### config.mk
export PLATFORM = sky130hd
export DESIGN_NAME = dfsh_dabble_cell
export DESIGN_NICKNAME = d
export VERILOG_FILES = /design/src/hw/rtl/dfsh_pkg.sv /design/src/hw/rtl/dfsh_dabble_cell.sv
export SDC_FILE = /design/constraint.sdc
export NUM_CORES = 1
export LEC_CHECK = 0
export BUFFER_PORTS_ARGS = -buffer_cell sky130_fd_sc_hd__buf_2
export CAP_MARGIN = 40
export CORE_ASPECT_RATIO = 0.7
export CORE_MARGIN = 3
export CORE_UTILIZATION = 53
export DETAILED_ROUTE_END_ITERATION = 6
export GPL_TIMING_DRIVEN = 0
export PLACE_DENSITY = 0.86
export SLEW_MARGIN = 20
export SYNTH_ARGS = -nofsm -noshare
export SYNTH_HDL_FRONTEND = slang
export SYNTH_SLANG_ARGS = --single-unit
### constraint.sdc
create_clock -name clk -period 1.1 [get_ports clk]
set_clock_uncertainty 0.15 [all_clocks]
set_input_delay 0.11 -clock clk [delete_from_list [all_inputs] [get_ports clk]]
set_output_delay 0.11 -clock clk [all_outputs]
set_load 0.01 [all_outputs]
### src/hw/rtl/dfsh_pkg.sv
`default_nettype none

package dfsh_pkg;

    localparam int KEY_W    = 63;
    localparam int HASH_W   = 30;
    localparam int SIZE_W   = 4;
    localparam int CNT_W    = 4;
    localparam int DIGIT_W  = 4;
    localparam int S_DATA_W = 64;
    localparam int M_DATA_W = 32;
    localparam int CFG_W    = 32;
    localparam int ADDR_W   = 3;

    localparam logic [SIZE_W-1:0] SIZE_MIN   = 4'd1;
    localparam logic [SIZE_W-1:0] SIZE_MAX   = 4'd9;
    localparam logic [SIZE_W-1:0] SIZE_RESET = 4'd2;

    typedef enum logic [0:0] {
        REG_ADDRESS_SIZE = 1'b0,
        REG_HASH_MODE    = 1'b1
    } reg_index_t;

    // settings broadcast to every fold cell
    typedef struct packed {
        logic [SIZE_W-1:0] addr_size;   // already clamped to 1..9
        logic [HASH_W-1:0] modulus;     // 10^addr_size
        logic              rotate;
    } cfg_t;

    // running fold state handed from cell to cell
    typedef struct packed {
        logic              started;     // first significant digit seen
        logic [CNT_W-1:0]  cnt;         // digits in the open group
        logic [HASH_W-1:0] acc;         // value of the open group
        logic [HASH_W-1:0] sum;         // closed groups, mod 10^addr_size
    } fold_t;

    function automatic logic [HASH_W-1:0] pow10(input logic [SIZE_W-1:0] n);
        logic [HASH_W-1:0] p;
        case (n)
            4'd0:    p = 30'd1;
            4'd1:    p = 30'd10;
            4'd2:    p = 30'd100;
            4'd3:    p = 30'd1000;
            4'd4:    p = 30'd10000;
            4'd5:    p = 30'd100000;
            4'd6:    p = 30'd1000000;
            4'd7:    p = 30'd10000000;
            4'd8:    p = 30'd100000000;
            default: p = 30'd1000000000;
        endcase
        return p;
    endfunction

    // both operands below m, so one conditional subtract reduces the sum
    function automatic logic [HASH_W-1:0] mod_add(input logic [HASH_W-1:0] a,
                                                  input logic [HASH_W-1:0] b,
                                                  input logic [HASH_W-1:0] m);
        logic [HASH_W:0] s;
        logic [HASH_W:0] t;
        s = {1'b0, a} + {1'b0, b};
        t = s - {1'b0, m};
        return (s >= {1'b0, m}) ? t[HASH_W-1:0] : s[HASH_W-1:0];
    endfunction

endpackage

`default_nettype wire

### src/hw/rtl/dfsh_dabble_cell.sv
`default_nettype none

// Shift-and-add-3 binary to BCD, STEP_BITS key bits per cell.
// Carries out of the top digit are dropped, which leaves key mod 10^digits.
module dfsh_dabble_cell
    import dfsh_pkg::*;
#(
    parameter int BCD_W     = 76,
    parameter int STEP_BITS = 3
)
(
    input  wire logic             clk,
    input  wire logic             rst_n,
    input  wire logic             en,
    input  wire logic             in_valid,
    input  wire logic [KEY_W-1:0] in_key,
    input  wire logic [BCD_W-1:0] in_bcd,
    output logic                  out_valid,
    output logic      [KEY_W-1:0] out_key,
    output logic      [BCD_W-1:0] out_bcd
);

    localparam int NDIG = BCD_W / DIGIT_W;

    logic             valid_reg;
    logic [KEY_W-1:0] key_reg;
    logic [KEY_W-1:0] key_next;
    logic [BCD_W-1:0] bcd_reg;
    logic [BCD_W-1:0] bcd_next;

    always_comb
    begin : dabble
        logic [KEY_W-1:0] k;
        logic [BCD_W-1:0] b;
        k = in_key;
        b = in_bcd;
        for (int s = 0; s < STEP_BITS; s++)
        begin
            for (int d = 0; d < NDIG; d++)
            begin
                if (b[d*DIGIT_W +: DIGIT_W] >= 4'd5)
                begin
                    b[d*DIGIT_W +: DIGIT_W] = b[d*DIGIT_W +: DIGIT_W] + 4'd3;
                end
            end
            b = {b[BCD_W-2:0], k[KEY_W-1]};
            k = {k[KEY_W-2:0], 1'b0};
        end
        key_next = k;
        bcd_next = b;
    end

    always_ff @(posedge clk or negedge rst_n)
    begin
        if (!rst_n)
        begin
            valid_reg <= 1'b0;
        end
        else if (en)
        begin
            valid_reg <= in_valid;
        end
    end

    always_ff @(posedge clk)
    begin
        if (en)
        begin
            key_reg <= key_next;
            bcd_reg <= bcd_next;
        end
    end

    assign out_valid = valid_reg;
    assign out_key   = key_reg;
    assign out_bcd   = bcd_reg;

endmodule

`default_nettype wire

==> reports/metrics.yaml, run 1 <==
io_pins: 283
synth_top_area_share: 0.435
yosys.area.top_type: "edfxtp_1"
synth_area_per_cell_sq_um: 10.3
async_flop_share: 0.00730
cts_hold_buffers: 64
hpwl_um: 18800
synth_cell_types: 57
die_x_um: 165
cts_buffers: 17
error_message: "[ERROR DPL-0033] detailed placement checks failed during check placement."
start_util: 0.544
place.gp.congestion: 0.819
cts_resized: 461
ys_seq_area_frac: 0.438
cts.sinks: 137
pre_cts_slack_ps: -1960
post_cts.repair.setup_buffers: 153
synth_edf_count: 136
outcome: "did not finish"
synthTopCellsByArea: "edfxtp_1, ha_1, o21ai_0"
h-tree-depth: 4
dieHeight_um: 117
netlist_area_sq_um: 9390
clk_path_buf_depth: 2
num_rows: 40
root_buffer: "clkbuf_16"
synthesis.instances: 908
synth_flop_cell: "edfxtp_1"
io_buffer_count: 278
synth_seq_cells: 137
ys_warn_count: 0
failing_step: "clock tree synthesis"
-- kinds of logic after synthesis --
| family | count (synthesis) | share of synthesized area |
|---|---|---|
| buffers and inverters | 77 | 0.0321 |
| adder cells (fa/ha/maj) | 58 | 0.0773 |
| XOR/XNOR | 64 | 0.0605 |
| AO/OA/AOI/OAI | 337 | 0.220 |
| AND/OR/NAND/NOR | 176 | 0.106 |
| other | 1 | 0.000400 |
| flip-flops | 137 | 0.438 |
| multiplexers | 58 | 0.0660 |
-- synthesized netlist by cell type, drive strengths merged, types with 2 or more instances --
cell and number:
nand2b 30, nor2b 20, and3 2, a21oi 97
nor3b 25, ha 58, or3 8, nand3 9
a22o 16, nand2 28, a31oi 26, clkbuf 3
inv 70, a21o 5, edfxtp 136, xnor2 51
mux2i 30, xor2 13, nor2 26, nand3b 8
o21ai 153, nor3 11, o22ai 2, buf 4
mux2 28, o21bai 16, a31o 2, a22oi 10
or2 7
-- stage by stage --
step	cells	setup TNS (ps)	util	area [sq um]
global placement	1419	-344390	0.734	12700
floorplan	910	-70140	-	11000
detailed placement	1420	-129740	0.736	12700
==> run 2, diff against run 1 <==
--- a/config.mk
+++ b/config.mk
@@ -7,12 +7,11 @@
 export LEC_CHECK = 0
 export BUFFER_PORTS_ARGS = -buffer_cell sky130_fd_sc_hd__buf_2
 export CAP_MARGIN = 40
-export CORE_ASPECT_RATIO = 0.7
 export CORE_MARGIN = 3
-export CORE_UTILIZATION = 53
+export CORE_UTILIZATION = 40
 export DETAILED_ROUTE_END_ITERATION = 6
 export GPL_TIMING_DRIVEN = 0
-export PLACE_DENSITY = 0.86
+export PLACE_DENSITY_LB_ADDON = 0.15
 export SLEW_MARGIN = 20
 export SYNTH_ARGS = -nofsm -noshare
 export SYNTH_HDL_FRONTEND = slang
==> reports/metrics.yaml, run 2 <==
h-tree-depth: 4
max_freq_mhz: 432
drv_slew: 0
synth_flop_cell: "edfxtp_1"
core-area_sq_um: 22800
num_rows: 55
leakage_uw: 0.00706
slew_headroom: 0.400
ant_nets: 0
synth_edf_count: 136
final_core_util: 0.796
diodes: 0
hold_class: "input port to register"
largest_reg_flops: 76
worstSetupPathType: "input port to register"
synth_seq_cells: 137
crit_required_ps: 1110
cp-end-kind: "register"
peakVddDrop_mv: 0.918
cp-startpoint: "in_bcd[69]"
start_util: 0.411
pre_cts_slack_ps: -1840
finalSetupViolCount: 212
die_area_sq_um: 25300
vias_per_cell: 5.18
min-delay-start: "en"
clk_path_buf_depth: 2
cts_buffers: 17
drive_above_1_share: 0.665
yosysMostFrequentCell: "edfxtp_1"
dieHeight_um: 159
worst_pin_slew_ps: 900
critPathArrivalTime_ps: 2330
layout_common_cells: "buf_2, edfxtp_1, buf_4, dlygate4sd3_1, buf_6"
crit_path_frequent_cell: "ha_2"
grt_use_total: 0.219
fin_hold_ws_ps: -57.8
die_x_um: 159
grt_pass1_wl_um: 46400
synth_top_area_share: 0.435
nets: 1661
multi_input_area_sq_um: 8290
drc: 0
crit_buf_inv: 3
finalCriticalPeriod_ps: 2320
wl_per_cell_um: 17.0
netlist_area_sq_um: 9390
synth_cell_types: 57
grt_start_max_net_pins: 51
seq_area_sq_um: 4110
ys_warn_count: 0
ys_seq_area_frac: 0.438
synthesis.instances: 908
antenna_found_initial: 2
yosys.area.top_type: "edfxtp_1"
synth_common_cells: "edfxtp_1, o21ai_0, a21oi_1, inv_1, ha_1"
p_per_area_nw_per_um2: 1310
insertion_delay_ps: 410
period_share: 2.10
place.gp.congestion: 0.808
cp_top_family: "simple AND/OR/NAND/NOR gates"
clkSlewWorstSetupHoldPaths_ps: 60
fin_ws_ps: -1220
grt_pass1_vias: 9419
path_cells: "buf_12 -> inv_12 -> ha_4 -> nand2b_4 -> nor2b_4 -> mux2i_2 -> inv_1 -> ha_2 -> o21ai_2 -> or3b_4 -> o21ai_4 -> ha_2 -> nor2_2 -> o21ba_4 -> xnor2_1"
drt_iter0_drc: 396
synthTopCellsByArea: "edfxtp_1, ha_1, o21ai_0"
crit_fanout: 3
r2r-start: "out_valid"
io_buffer_count: 278
max_stage_delay_ps: 410
p_total_uw: 23900
outcome: "complete, but fails checks"
hold_violations: 38
mostFrequentLayoutCell: "buf_2"
firstDrtPassIters: 5
io_pins: 283
fill_cells: 1318
cts_tree: "yes"
drv_cap: 0
cts.sinks: 137
cp-start-kind: "input port"
hpwl_um: 17100
drt-total-wl_um: 30300
grt-ovfl-total: 0
violations: "negative hold slack, negative setup slack"
root_buffer: "clkbuf_16"
synth_area_per_cell_sq_um: 10.3
async_flop_share: 0.00730
vias: 9254
rsz0062_at_grt: "true"
area_growth_pct: 93.8
cpMaxStageDelayCell: "or3b_4"
cts_hold_buffers: 64
-- run 2: cell counts after synthesis --
No cell type changed its count.
-- run 2: cells by family (layout without fill, tap and decap cells) --
kind of cell | count (synthesis) | count (layout) | synth area share
multiplexers | 58 | 58 | 0.0660
flip-flops | 137 | 137 | 0.438
other | 1 | 3 | 0.000400
adder cells (fa/ha/maj) | 58 | 58 | 0.0773
XOR/XNOR | 64 | 64 | 0.0605
AND/OR/NAND/NOR | 176 | 176 | 0.106
buffers and inverters | 77 | 639 | 0.0321
AO/OA/AOI/OAI | 337 | 337 | 0.220
-- run 2: per-layer routing --
layer,share of wire,GRT usage,vias up
met4,0.023,0.0581,4
li1,-,-,4519
met3,0.050,0.0541,55
met1,0.38,0.246,4426
met2,0.54,0.411,250
met5,0.00076,0,-
-- run 2: power by group --
group / internal, uW / switching [uW]
clock: 3360 / 2360
combinational: 5560 / 5540
sequential: 6830 / 210
-- run 2: per-stage QoR --
stage               hold WS [ps]  cells  instance area (sq um)  setup TNS [ps]
floorplan                   -336    910                  11000          -70140
global placement            -265   1501                  12800         -364380
detailed placement          -259   1502                  12800         -129420
CTS                        -67.5   1739                  17200          -65780
global route               -65.2   1785                  18200          -77860
finish                     -57.8   1785                  18200          -68170
-- run 2: path summary, 6_finish.rpt --
check                               to  slack [ps]  depth (start not counted)
max reg2reg                  out_valid          60                          2
min                        out_key[33]         -60                          1
max in group asynchronous    out_valid         320                          3
max                        out_bcd[73]       -1220                         15
min reg2reg                  out_valid         490                          2
min in group asynchronous    out_valid         380                          3
-- run 2: layout make-up --
class	count	share of cell area
flip-flops and latches	137	0.226
clock inverters	12	0.00777
plain buffers	7	0.00254
well taps	313	0.0215
clock buffers	19	0.0238
multi-input cells	696	0.456
repair buffers	531	0.235
inverters	70	0.0275
-- run 2: what timing repair did --
action / 4_1_cts / 5_1_grt
gates resized for setup: 431 / 131
setup endpoints to repair: 213 / 212
buffers inserted: 141 / 46
gates cloned: 1 / 0
hold endpoints to repair: 101 / 38
pin swaps: 167 / 104
Power figures use the tool's default switching activity.
==> run 3, diff against run 2 <==
--- a/config.mk
+++ b/config.mk
@@ -12,6 +12,7 @@
 export DETAILED_ROUTE_END_ITERATION = 6
 export GPL_TIMING_DRIVEN = 0
 export PLACE_DENSITY_LB_ADDON = 0.15
+export SKIP_LAST_GASP = 1
 export SLEW_MARGIN = 20
 export SYNTH_ARGS = -nofsm -noshare
 export SYNTH_HDL_FRONTEND = slang
==> reports/metrics.yaml, run 3 (synthesized netlist as in run 2, its figures left out) <==
vias_per_cell: 5.20
p_per_area_nw_per_um2: 1310
grt_pass1_vias: 9403
peakVddDrop_mv: 0.913
io_pins: 283
crit_path_frequent_cell: "ha_2"
cts.sinks: 137
nets: 1654
drv_cap: 0
num_rows: 55
largest_reg_flops: 76
worstSetupPathType: "input port to register"
cts_hold_buffers: 64
insertion_delay_ps: 410
hold_violations: 38
crit_fanout: 3
max_freq_mhz: 431
final_core_util: 0.790
cts_buffers: 17
grt_pass1_wl_um: 46300
drv_slew: 0
wl_per_cell_um: 16.9
core-area_sq_um: 22800
area_growth_pct: 92.2
vias: 9241
cp-end-kind: "register"
rrSetupSlack_ps: 50
min-delay-start: "en"
firstDrtPassIters: 4
pre_cts_slack_ps: -1840
cts_tree: "yes"
leakage_uw: 0.00700
layout_common_cells: "buf_2, edfxtp_1, buf_4, dlygate4sd3_1, o21ai_1"
finalSetupViolCount: 212
hpwl_um: 17100
cp-start-kind: "input port"
r2r-start: "out_valid"
grt-ovfl-total: 0
fin_tns_setup_ps: -67690
clkSlewWorstSetupHoldPaths_ps: 60
path_cells: "buf_12 -> inv_12 -> ha_4 -> nand2b_4 -> nor2b_4 -> mux2i_2 -> inv_1 -> ha_2 -> o21ai_2 -> or3b_4 -> o21ai_4 -> ha_2 -> nor2_2 -> o21ba_4 -> xnor2_1"
rsz0062_at_grt: "true"
root_buffer: "clkbuf_16"
die_x_um: 159
worst_pin_slew_ps: 895
violations: "negative hold slack, negative setup slack"
finalCriticalPeriod_ps: 2320
drt_iter0_drc: 307
ant_nets: 0
drt-total-wl_um: 30100
place.gp.congestion: 0.808
outcome: "complete, but fails checks"
cp_top_family: "simple AND/OR/NAND/NOR gates"
diodes: 0
fin_ws_ps: -1220
mostFrequentLayoutCell: "buf_2"
crit_buf_inv: 3
period_share: 2.11
h-tree-depth: 4
cp-startpoint: "in_bcd[69]"
grt_use_total: 0.219
cpMaxStageDelayCell: "or3b_4"
slew_headroom: 0.404
antenna_found_initial: 2
hold_class: "input port to register"
fin_hold_ws_ps: -60.2
die_area_sq_um: 25300
max_stage_delay_ps: 410
start_util: 0.411
io_buffer_count: 278
drc: 0
clk_path_buf_depth: 2
critPathArrivalTime_ps: 2330
drive_above_1_share: 0.656
grt_start_max_net_pins: 51
dieHeight_um: 159
fill_cells: 1343
crit_required_ps: 1110
run 3: cell count changes in the layout (fill, tap and decap cells not counted), sizes merged:
| cell | previous run | this run |
|---|---|---|
| buf | 469 | 462 |
run 3: final timing paths:
| check | depth (start not counted) | end |
|---|---|---|
| setup / recovery | 15 | out_bcd[73] |
| hold / removal | 1 | out_key[33] |
| setup reg to reg | 2 | out_valid |
| hold reg to reg | 2 | out_valid |
| max in group asynchronous | 3 | out_valid |
| min in group asynchronous | 3 | out_valid |
run 3: worst reg2reg max path, delay by kind of cell, from the launching register on:
kind     cells  cell delay [ps]
buf+inv      1              140
mux          1              250
flops        1              390
run 3: per-stage QoR:
step,instances,power (uW),cell area [sq um]
after floorplan,910,11900,11000
after detailed placement,1502,14000,12800
after CTS,1739,22500,17100
after global placement,1501,13800,12800
after global routing,1778,24800,18000
final,1778,23700,18000
run 3: final cells by class:
cell class | count | area [sq um] | area share
buffer | 7 | 46.3 | 0.00257
clock buffer | 19 | 433 | 0.0240
clock inverter | 12 | 141 | 0.00784
inverter | 70 | 498 | 0.0276
multi-input combinational | 696 | 8200 | 0.454
sequential | 137 | 4110 | 0.228
tap | 313 | 392 | 0.0217
timing repair buffer | 524 | 4230 | 0.234
run 3: repair_timing:
item / CTS / global route
cloned: 1 / 0
setup endpoints to repair: 213 / 212
hold endpoints to repair: 101 / 38
buffers inserted: 141 / 39
resized for setup: 422 / 117
pin swaps: 164 / 112
run 3: report_power, final:
| group | switching, uW | internal, uW | leakage [uW] |
|---|---|---|---|
| Sequential | 212 | 6830 | 0.00134 |
| Clock | 2370 | 3360 | 0.000276 |
| Combinational | 5470 | 5450 | 0.00539 |
| Total | 8050 | 15600 | 0.00700 |
run 3: routing by layer:
metal / global-route usage / routed length (um) / vias to the layer above / share of wire
li1: - / - / 4489 / -
met1: 0.247 / 11600 / 4442 / 0.38
met2: 0.411 / 16300 / 244 / 0.54
met3: 0.0531 / 1500 / 62 / 0.050
met4: 0.0589 / 685 / 4 / 0.023
met5: 0 / 33 / - / 0.0011
