==> config.mk <==
export PLATFORM = sky130hd
export DESIGN_NAME = dfsh_fold_cell
export DESIGN_NICKNAME = d
export VERILOG_FILES = /design/src/hw/rtl/dfsh_pkg.sv /design/src/hw/rtl/dfsh_fold_cell.sv
export SDC_FILE = /design/constraint.sdc
export NUM_CORES = 1
export LEC_CHECK = 0
export ABC_AREA = 1
export BUFFER_PORTS_ARGS = -buffer_cell sky130_fd_sc_hd__buf_2
export CAP_MARGIN = 25
export CORE_MARGIN = 2
export CORE_UTILIZATION = 54
export CTS_CLUSTER_SIZE = 20
export DETAILED_ROUTE_END_ITERATION = 10
export PLACE_DENSITY = 0.79
export SKIP_CTS_REPAIR_TIMING = 1
export SLEW_MARGIN = 15
export SYNTH_ARGS = -nofsm -noshare
export SYNTH_HDL_FRONTEND = slang
export SYNTH_SLANG_ARGS = --single-unit
==> constraint.sdc <==
create_clock -name clk -period 0.9 [get_ports clk]
set_input_delay 0.18 -clock clk [delete_from_list [all_inputs] [get_ports clk]]
set_output_delay 0.18 -clock clk [all_outputs]
set_load 0.05 [all_outputs]
==> src/hw/rtl/dfsh_pkg.sv <==
`default_nettype none

package dfsh_pkg;

    localparam int KEY_W    = 63;
    localparam int HASH_W   = 30;
    localparam int SIZE_W   = 4;
    localparam int CNT_W    = 4;
    localparam int DIGIT_W  = 4;
    localparam int S_DATA_W = 64;
    localparam int M_DATA_W = 32;
    localparam int CFG_W    = 32;
    localparam int ADDR_W   = 3;

    localparam logic [SIZE_W-1:0] SIZE_MIN   = 4'd1;
    localparam logic [SIZE_W-1:0] SIZE_MAX   = 4'd9;
    localparam logic [SIZE_W-1:0] SIZE_RESET = 4'd2;

    typedef enum logic [0:0] {
        REG_ADDRESS_SIZE = 1'b0,
        REG_HASH_MODE    = 1'b1
    } reg_index_t;

    // settings broadcast to every fold cell
    typedef struct packed {
        logic [SIZE_W-1:0] addr_size;   // already clamped to 1..9
        logic [HASH_W-1:0] modulus;     // 10^addr_size
        logic              rotate;
    } cfg_t;

    // running fold state handed from cell to cell
    typedef struct packed {
        logic              started;     // first significant digit seen
        logic [CNT_W-1:0]  cnt;         // digits in the open group
        logic [HASH_W-1:0] acc;         // value of the open group
        logic [HASH_W-1:0] sum;         // closed groups, mod 10^addr_size
    } fold_t;

    function automatic logic [HASH_W-1:0] pow10(input logic [SIZE_W-1:0] n);
        logic [HASH_W-1:0] p;
        case (n)
            4'd0:    p = 30'd1;
            4'd1:    p = 30'd10;
            4'd2:    p = 30'd100;
            4'd3:    p = 30'd1000;
            4'd4:    p = 30'd10000;
            4'd5:    p = 30'd100000;
            4'd6:    p = 30'd1000000;
            4'd7:    p = 30'd10000000;
            4'd8:    p = 30'd100000000;
            default: p = 30'd1000000000;
        endcase
        return p;
    endfunction

    // both operands below m, so one conditional subtract reduces the sum
    function automatic logic [HASH_W-1:0] mod_add(input logic [HASH_W-1:0] a,
                                                  input logic [HASH_W-1:0] b,
                                                  input logic [HASH_W-1:0] m);
        logic [HASH_W:0] s;
        logic [HASH_W:0] t;
        s = {1'b0, a} + {1'b0, b};
        t = s - {1'b0, m};
        return (s >= {1'b0, m}) ? t[HASH_W-1:0] : s[HASH_W-1:0];
    endfunction

endpackage

`default_nettype wire

==> src/hw/rtl/dfsh_fold_cell.sv <==
`default_nettype none

// One decimal digit position of the fold, most significant cell first.
module dfsh_fold_cell
    import dfsh_pkg::*;
#(
    parameter int BCD_W = 76,
    parameter int POS   = 0
)
(
    input  wire logic             clk,
    input  wire logic             rst_n,
    input  wire logic             en,
    input  wire cfg_t             cfg,
    input  wire logic             in_valid,
    input  wire logic [BCD_W-1:0] in_bcd,
    input  wire fold_t            in_fold,
    output logic                  out_valid,
    output logic      [BCD_W-1:0] out_bcd,
    output fold_t                 out_fold
);

    localparam bit LAST = (POS == 0);

    logic               valid_reg;
    logic [BCD_W-1:0]   bcd_reg;
    fold_t              fold_reg;
    fold_t              fold_next;
    logic [DIGIT_W-1:0] digit;
    logic               take;
    logic [HASH_W-1:0]  acc_mul;
    logic [CNT_W-1:0]   cnt_inc;

    assign digit = in_bcd[POS*DIGIT_W +: DIGIT_W];

    always_comb
    begin
        // in rotate mode the units digit was folded in up front
        take    = !(LAST && cfg.rotate) && (in_fold.started || digit != '0 || LAST);
        acc_mul = {in_fold.acc[HASH_W-4:0], 3'b000} + {in_fold.acc[HASH_W-2:0], 1'b0}
                  + HASH_W'(digit);
        cnt_inc = in_fold.cnt + CNT_W'(1);
        fold_next = in_fold;
        if (take)
        begin
            fold_next.started = 1'b1;
            if (cnt_inc == cfg.addr_size)
            begin
                fold_next.sum = mod_add(in_fold.sum, acc_mul, cfg.modulus);
                fold_next.acc = '0;
                fold_next.cnt = '0;
            end
            else
            begin
                fold_next.acc = acc_mul;
                fold_next.cnt = cnt_inc;
            end
        end
    end

    always_ff @(posedge clk or negedge rst_n)
    begin
        if (!rst_n)
        begin
            valid_reg <= 1'b0;
        end
        else if (en)
        begin
            valid_reg <= in_valid;
        end
    end

    always_ff @(posedge clk)
    begin
        if (en)
        begin
            bcd_reg  <= in_bcd;
            fold_reg <= fold_next;
        end
    end

    assign out_valid = valid_reg;
    assign out_bcd   = bcd_reg;
    assign out_fold  = fold_reg;

endmodule

`default_nettype wire

==> summary.md, run 1 <==
| Metric | Value |
|---|---|
| Outcome | stopped before the end |
| Stop stage | global routing (5_1_grt) |
| Log Error | [ERROR DPL-0038] Utilization greater than 100%, impossible to legalize |
| Starting Density | 54.64% |
| Num CTS Buffers | 17 |
| Chip height | 152.1 um |
| Port Buffers | 321 |
| DPL Wire Length | 37,730 um |
| Largest net degree at the start of global routing | 32 |
| Post-synth top flop | edfxtp_1 |
| Syn_area_per_cell | 7.567 sq um |
| IO Pins | 322 |
| YS warnings | 0 |
| Clock buffer depth | 2 |
| Ys async rst share | 0.7042% |
| Seq cells post-synth | 142 |
| Clock net sink count | 142 |
| Yosys top cell by area | edfxtp_1 |
| Synthesized Nets | 1,865 |
| Post-Synthesis Cells | 1,566 |
| Dpl ws | -5040 ps |
| Root Buffer | clkbuf_16 |
| Die X | 152.1 um |
| Post-synth EDFFs | 141 |
| Post-DP Area | 0.01725 sq mm |
| Largest cells by area after synthesis | edfxtp_1 (36%), nand2_1 (15%), ha_1 (12%) |
| Syn Std Cell Area | 0.01185 sq mm |
| Worst endpoint type | register data pin |
| GP Congestion | 0.9783 |
| Post-Place Cells | 2,551 |
| H-tree depth | 4 |
| Share of the yosys chip area belonging to registers | 35.94% |
| Post-synth cell types | 48 |
| Grt repair worst endpoint | out_fold[25]$_DFFE_PP_/D |
| Share of the synthesized area in the top cell type | 35.73% |
| Row count | 54 |
==> through the flow <==
stage	TNS [ps]	utilization (%)	hold WS (ps)
after CTS	-224220	82.28	-512.5
after floorplan	-147280	-	-115.6
after global placement	-199760	79.54	-43.71
after detailed placement	-208800	79.54	-43.74
==> cells in the mapped netlist (all sizes together) (4+ instances only) <==
library cell,number
and2,4
nand3b,7
o21bai,13
or2,6
xnor2,29
a21oi,88
nand3,100
edfxtp,141
xor2,33
nand4,14
nand2,490
nor3,18
a21boi,4
o21ai,65
clkbuf,6
inv,247
nor4,4
nor2,133
a22o,11
fa,4
ha,115
a21o,10
buf,12
==> kinds of logic after synthesis <==
logic type | after synthesis | synth area share [%]
xor gates and xnor gates | 62 | 4.582
buffers and inverters | 266 | 8.869
and+or+nand+nor | 778 | 27.93
DFF | 142 | 35.94
muxes | 1 | 0.09502
adders and majority gates | 119 | 12.82
AOI/OAI and AO/OA | 198 | 9.767
==> run 2, diff against run 1 <==
CORE_UTILIZATION = 40   (was 54)
CTS_CLUSTER_SIZE = default   (was 20)
PLACE_DENSITY = default   (was 0.79)
PLACE_DENSITY_LB_ADDON = 0.15   (was default)
==> summary.md, run 2 <==
| Metric | Value |
|---|---|
| Outcome | finished with violations |
| Failing checks | negative setup slack |
| Initial antenna violation count | 3 |
| Vias in the first global route | 12.45k |
| Top Usage Layer GRT | met2 |
| PwrDens | 2608 mW/mm^2 |
| DR pass1 iterations | 7 |
| Post-synth cell types | 48 (unchanged) |
| Commonest non-fill, non-tap cell in the layout | nand2_1 |
| Starting Density | 40.30% (-14 points) |
| Sw Share | 44.75% |
| Final hold violations | 0 |
| Met3 Resource Use GR | 3.553% |
| Fin nets | 2,688 |
| Slew @ Worst Pin | 515.9 ps |
| DPL Wire Length | 37,280 um (-1.2%) |
| Remaining DRCs | 0 |
| Slew margin rel. | 65.29% |
| Seq cells post-synth | 142 (unchanged) |
| Total vias in the final route | 14.22k |
| Crit path top cell by count | nand2_2 |
| Post-synth EDFFs | 141 (unchanged) |
| IO Pins | 322 (unchanged) |
| Req. time, crit path | 1170 ps |
| CP max stage delay | 610 ps |
| Final WL | 53,830 um |
| Die X | 176.1 um (+16%) |
| Pleak | 10.59 nW |
| Clock transition at path regs | 70 ps |
| Met2 usage | 48.45% |
| Syn_area_per_cell | 7.567 sq um (unchanged) |
| Post-DP Area | 0.01725 sq mm (about the same) |
| Share of the synthesized area in the top cell type | 35.73% (unchanged) |
| Chip height | 176.1 um (+16%) |
| Yosys top cell by area | edfxtp_1 |
| Clk pwr share | 14.1% |
| GRT overflow | 0 |
| GP Congestion | 0.9967 (+1.9%) |
| Seq. cell area | 0.004260 sq mm |
| Port Buffers | 321 (unchanged) |
| Clk_lat worst skew | 440 ps |
| Synthesized Nets | 1,865 (unchanged) |
| Final period utilization | 560.1% |
| Root Buffer | clkbuf_16 |
| YS warnings | 0 (unchanged) |
| Sequential power share | 14.7% |
| Number of flip-flops under the largest register name | 76 |
| Clock buffer depth | 2 (unchanged) |
| Max Slew Vio Count | 0 |
| Final Setup Violations | 206 |
| Clock net sink count | 142 (unchanged) |
| Fmax | 0.1984 GHz |
| Maximum net fanout on the critical path | 7 |
| P_int | 31.76 mW |
| Core Footprint | 0.02940 sq mm |
| Peak VDD IR | 1.627 mV |
| Filler cells | 2,086 |
| Die area | 0.03102 sq mm |
| Comb power frac | 71.2% |
| Antenna Nets Post-Route | 0 |
| Worst Hold Class | in2reg |
| H-tree depth | 4 (unchanged) |
| Finished Layout Cells | 2,794 |
| Row count | 63 (+17%) |
| Initial DRC count | 1,111 |
| Syn Std Cell Area | 0.01185 sq mm (unchanged) |
| Commonest non-fill, non-tap cells in the layout | nand2_1 (396), buf_4 (377), inv_1 (215) |
| Largest net degree at the start of global routing | 34 |
| DR WL/cell | 19.26 um |
| Global-route met1 utilization | 35.54% |
| Post-synth top flop | edfxtp_1 |
| CP endpoint kind | register |
| Num CTS Buffers | 17 (unchanged) |
| Max-cap viol count | 0 |
| Largest cells by area after synthesis | edfxtp_1 (36%), nand2_1 (15%), ha_1 (12%) |
| Synth-to-layout area growth | 86.00% |
| Via density | 5.088 |
| Ys async rst share | 0.7042% (unchanged) |
| Commonest cells in the netlist | nand2_1 (474), inv_1 (240), edfxtp_1 (141), nor2_1 (124), ha_1 (115) |
| Setup CP Type | in2reg |
| Most frequent cell after synthesis | nand2_1 |
| Switching power | 25.72 mW |
| RSZ-0062 raised after global routing | yes |
| Area of the multi-input gates | 0.008879 sq mm |
| Hold Worst Slack | 13.65 ps |
| Post-Place Cells | 2,642 (+3.6%) |
| Dpl ws | -5036 ps (+3.920 ps) |
| Design area | 0.02204 sq mm |
| Startpoint types | primary input |
| Setup slack, reg-to-reg | 80 ps |
| Share of cells above drive strength 1 | 48.79% |
| Setup ws final | -4141 ps |
| Share of the yosys chip area belonging to registers | 35.94% (unchanged) |
| Slowest CP cell | fa_2 |
| CTS tree | done |
| WP data arrival | 5310 ps |
| Worst clock skew | 0 ps |
| Minimum clock period | 5041 ps |
| Gr usage total | 27.83% |
| First-pass GRT wire length | 66,210 um |
| Post-Synthesis Cells | 1,566 (unchanged) |
[run 2: final cells by class]
| type | count | share of cell area (%) |
|---|---|---|
| Clock inverter | 13 | 0.9139 |
| Antenna cell | 2 | 0.02271 |
| Timing Repair Buffer | 818 | 30.74 |
| Multi-Input combinational cell | 1160 | 40.28 |
| Sequential cell | 142 | 19.33 |
| Tap cell | 390 | 2.214 |
| Clock buffer | 19 | 2.010 |
| Inverter | 248 | 4.360 |
| Timing Repair inverter | 2 | 0.1249 |
[run 2: power by group through the flow]
| stage | sequential, mW | clock, mW | combinational, mW |
|---|---|---|---|
| detailed placement | 8.35 | 0 | 33.1 |
| finish | 8.43 | 8.10 | 41.0 |
| global route | 8.47 | 8.37 | 43.8 |
| global placement | 8.34 | 0 | 32.8 |
| CTS | 8.22 | 8.07 | 33.3 |
| floorplan | 10.6 | 0 | 16.3 |
[run 2: through the flow]
stage                     total power, mW  TNS, ps  utilization (%)
final                               57.49  -197020            74.96
after global routing                60.65  -209470            74.96
after CTS                           49.62  -217830            60.85
after detailed placement            41.44  -202530            58.65
after global placement              41.15  -200840            58.65
after floorplan                     26.90  -147280                -
[run 2: path summary, 6_finish.rpt]
check | startpoint | end | depth (start not counted)
setup / recovery | in_fold[30] | out_fold[12]$_DFFE_PP_ | 38
hold / removal | in_fold[64] | out_fold[64]$_SDFFCE_PN1P_ | 2
setup reg to reg | out_valid$_DFFE_PN0P_ | out_valid$_DFFE_PN0P_ | 1
hold reg to reg | out_valid$_DFFE_PN0P_ | out_valid$_DFFE_PN0P_ | 1
max in group asynchronous | rst_n | out_valid$_DFFE_PN0P_ | 2
min in group asynchronous | rst_n | out_valid$_DFFE_PN0P_ | 2
[run 2: layer usage]
metal / share of wire [%] / routed length, um
met1: 41 / 21800
met5: 0 / 0
met3: 6.2 / 3333
met2: 49 / 26580
met4: 3.9 / 2108
[run 2: worst max-delay path, delay by kind of cell]
kind | cells | cell delay (ps)
buffers and inverters | 7 | 590
AOI/OAI and AO/OA | 3 | 630
and+or+nand+nor | 22 | 2170
adders and majority gates | 4 | 1360
xor gates and xnor gates | 2 | 360
[run 2: cell families after synthesis]
family	after synthesis	share of synthesized area (%)
and+or+nand+nor	778	27.93
adders and majority gates	119	12.82
AOI/OAI and AO/OA	198	9.767
buffers and inverters	266	8.869
DFF	142	35.94
xor gates and xnor gates	62	4.582
muxes	1	0.09502
Note: power is estimated with default switching activity, not from simulation.
==> run 3, diff against run 2 <==
CORE_ASPECT_RATIO = 1.75   (was default)
SKIP_LAST_GASP = 1   (was default)
==> summary.md, run 3 (synthesis results as in run 2) <==
| Metric | Value |
|---|---|
| Starting Density | 40.46% (+0.16 points) |
| Minimum clock period | 4947 ps (-94.03 ps) |
| Slowest CP cell | fa_2 |
| Setup slack, reg-to-reg | -30 ps (-110 ps) |
| DPL Wire Length | 37,740 um (+1.2%) |
| RSZ-0062 raised after global routing | yes |
| Area of the multi-input gates | 0.009042 sq mm (+1.8%) |
| Vias in the first global route | 13.36k (+7.3%) |
| Pleak | 10.64 nW (+0.49%) |
| Reg2Reg Launch Point | out_valid$_DFFE_PN0P_ |
| Filler cells | 2,051 (-1.7%) |
| Number of flip-flops under the largest register name | 76 (unchanged) |
| Hold Worst Slack | -104.3 ps (-118.0 ps) |
| Design area | 0.02215 sq mm (+0.51%) |
| Post-DP Area | 0.01719 sq mm (-0.35%) |
| Worst clock skew | 0 ps (unchanged) |
| Clock transition at path regs | 70 ps (about the same) |
| Failing checks | negative hold slack, negative setup slack |
| Clock net sink count | 142 (unchanged) |
| Max-cap viol count | 0 (unchanged) |
| Die area | 0.03107 sq mm (+0.18%) |
| Outcome | finished with violations |
| Core Footprint | 0.02929 sq mm (-0.40%) |
| Critical path endpoint | out_fold[28]$_DFFE_PP_ |
| Req. time, crit path | 1110 ps (-60 ps) |
| GP Congestion | 0.9989 (+0.22%) |
| Final hold violations | 1 (+1) |
| R2r worst-path depth | 2 (+1) |
| Initial antenna violation count | 0 (-3) |
| Clock buffer depth | 2 (unchanged) |
| Remaining DRCs | 0 (unchanged) |
| Crit path top cell by count | nand2_2 |
| Peak VDD IR | 1.864 mV (+15%) |
| Seq. cell area | 0.004260 sq mm (unchanged) |
| Chip height | 231.7 um (+32%) |
| Row count | 83 (+32%) |
| Critical path depth | 40 (+5.3%) |
| First-pass GRT wire length | 66,850 um (+0.97%) |
| Critical path buffers and inverters | 6 (-1) |
| Slew @ Worst Pin | 520.0 ps (+4.084 ps) |
| DR pass1 iterations | 5 (-2) |
| H-tree depth | 4 (unchanged) |
| CTS tree | done |
| PwrDens | 2613 mW/mm^2 (+0.19%) |
| Worst reg2reg endpoint | out_valid$_DFFE_PN0P_ |
| Final Setup Violations | 208 (+0.97%) |
| DR WL/cell | 19.05 um (-1.1%) |
| Clk_lat worst skew | 450 ps (about the same) |
| Initial DRC count | 647 (-42%) |
| Root Buffer | clkbuf_16 |
| Max Slew Vio Count | 0 (unchanged) |
| Die X | 134.1 um (-24%) |
| Worst Setup SP | in_fold[31] |
| WP data arrival | 5160 ps (-150 ps) |
| Port Buffers | 321 (unchanged) |
| Maximum net fanout on the critical path | 8 (+1) |
| Share of cells above drive strength 1 | 51.04% (+2.2 points) |
| Startpoint types | primary input |
| Slew margin rel. | 65.02% (-0.27 points) |
| Antenna Nets Post-Route | 0 (unchanged) |
| Fmax | 0.2021 GHz (+1.9%) |
| Hold Crit Start | in_bcd[3] |
| IO Pins | 322 (unchanged) |
| Commonest non-fill, non-tap cells in the layout | buf_4 (391), nand2_1 (373), inv_1 (203) |
| Commonest non-fill, non-tap cell in the layout | buf_4 |
| Num CTS Buffers | 17 (unchanged) |
| Via density | 5.117 (+0.57%) |
| Setup ws final | -4047 ps (+94.03 ps) |
| Gr usage total | 28.43% (+0.60 points) |
| CP max stage delay | 390 ps (-220 ps) |
| Final WL | 53,230 um (-1.1%) |
| CP endpoint kind | register |
| Top delay family on crit path | simple AND/OR/NAND/NOR gates |
| GRT overflow | 0 (unchanged) |
| Total vias in the final route | 14.30k (+0.57%) |
| Worst Hold Class | in2reg |
| Fin nets | 2,696 (+0.30%) |
| Largest net degree at the start of global routing | 32 (-5.9%) |
| Setup CP Type | in2reg |
| Synth-to-layout area growth | 86.95% |
| Final period utilization | 549.7% (-10 points) |
[run 3: cell types whose count changed in the layout (fill, tap and decap cells not counted), moves of 9 or more]
| cell | change |
|---|---|
| nand2_1 | -23 |
| buf_4 | +14 |
| nand2_2 | +14 |
| ha_4 | -13 |
| inv_1 | -12 |
| nor2_4 | +12 |
| inv_2 | +11 |
| nor2_1 | -11 |
| ha_1 | +10 |
| a21oi_2 | +9 |
[run 3: layout make-up]
class / instances / area share (%)
antenna: 2 / 0.02259
clock buffer: 18 / 1.937
clock inverter: 14 / 0.7173
inverter: 248 / 4.349
multi-input combinational: 1162 / 40.82
sequential: 142 / 19.23
tap: 382 / 2.157
timing repair buffer: 824 / 30.65
timing repair inverter: 2 / 0.1243
[run 3: power breakdown]
group,switching [mW],internal [mW],total (mW)
Clock,3.16,4.13,7.29
Sequential,0.348,8.07,8.42
Combinational,23.1,19.1,42.2
Total,26.6,31.3,57.9
[run 3: how the worst min path moves through the flow]
stage / to / depth (start not counted)
final: out_bcd[3]$_DFFE_PP_ / 1
after detailed placement: out_valid$_DFFE_PN0P_ / 1
after global routing: out_bcd[3]$_DFFE_PP_ / 1
after global placement: out_valid$_DFFE_PN0P_ / 1
after floorplan: out_valid$_DFFE_PN0P_ / 0
after CTS: out_valid$_DFFE_PN0P_ / 1
[run 3: through the flow]
stage               TNS [ps]  instances  power (mW)  util, %  setup slack [ps]
detailed placement   -206640       2629       40.89    58.68             -4990
global placement     -202360       2629       40.71    58.68             -4879
global route         -206780       2792       61.08    75.63             -4328
finish               -194480       2794       57.89    75.65             -4047
floorplan            -147280       1566       26.90        -             -3779
CTS                  -217880       2661       48.34    60.69             -4528
[run 3: per-layer routing]
| layer | wire [um] | vias to the layer above | GRT usage, % | share of wire [%] |
|---|---|---|---|---|
| li1 | - | 6788 | - | - |
| met1 | 17350 | 6705 | 26.49 | 33 |
| met2 | 29280 | 577 | 57.64 | 55 |
| met3 | 2182 | 228 | 2.074 | 4.1 |
| met4 | 4419 | 0 | 18.52 | 8.3 |
| met5 | 0 | - | 0 | 0 |
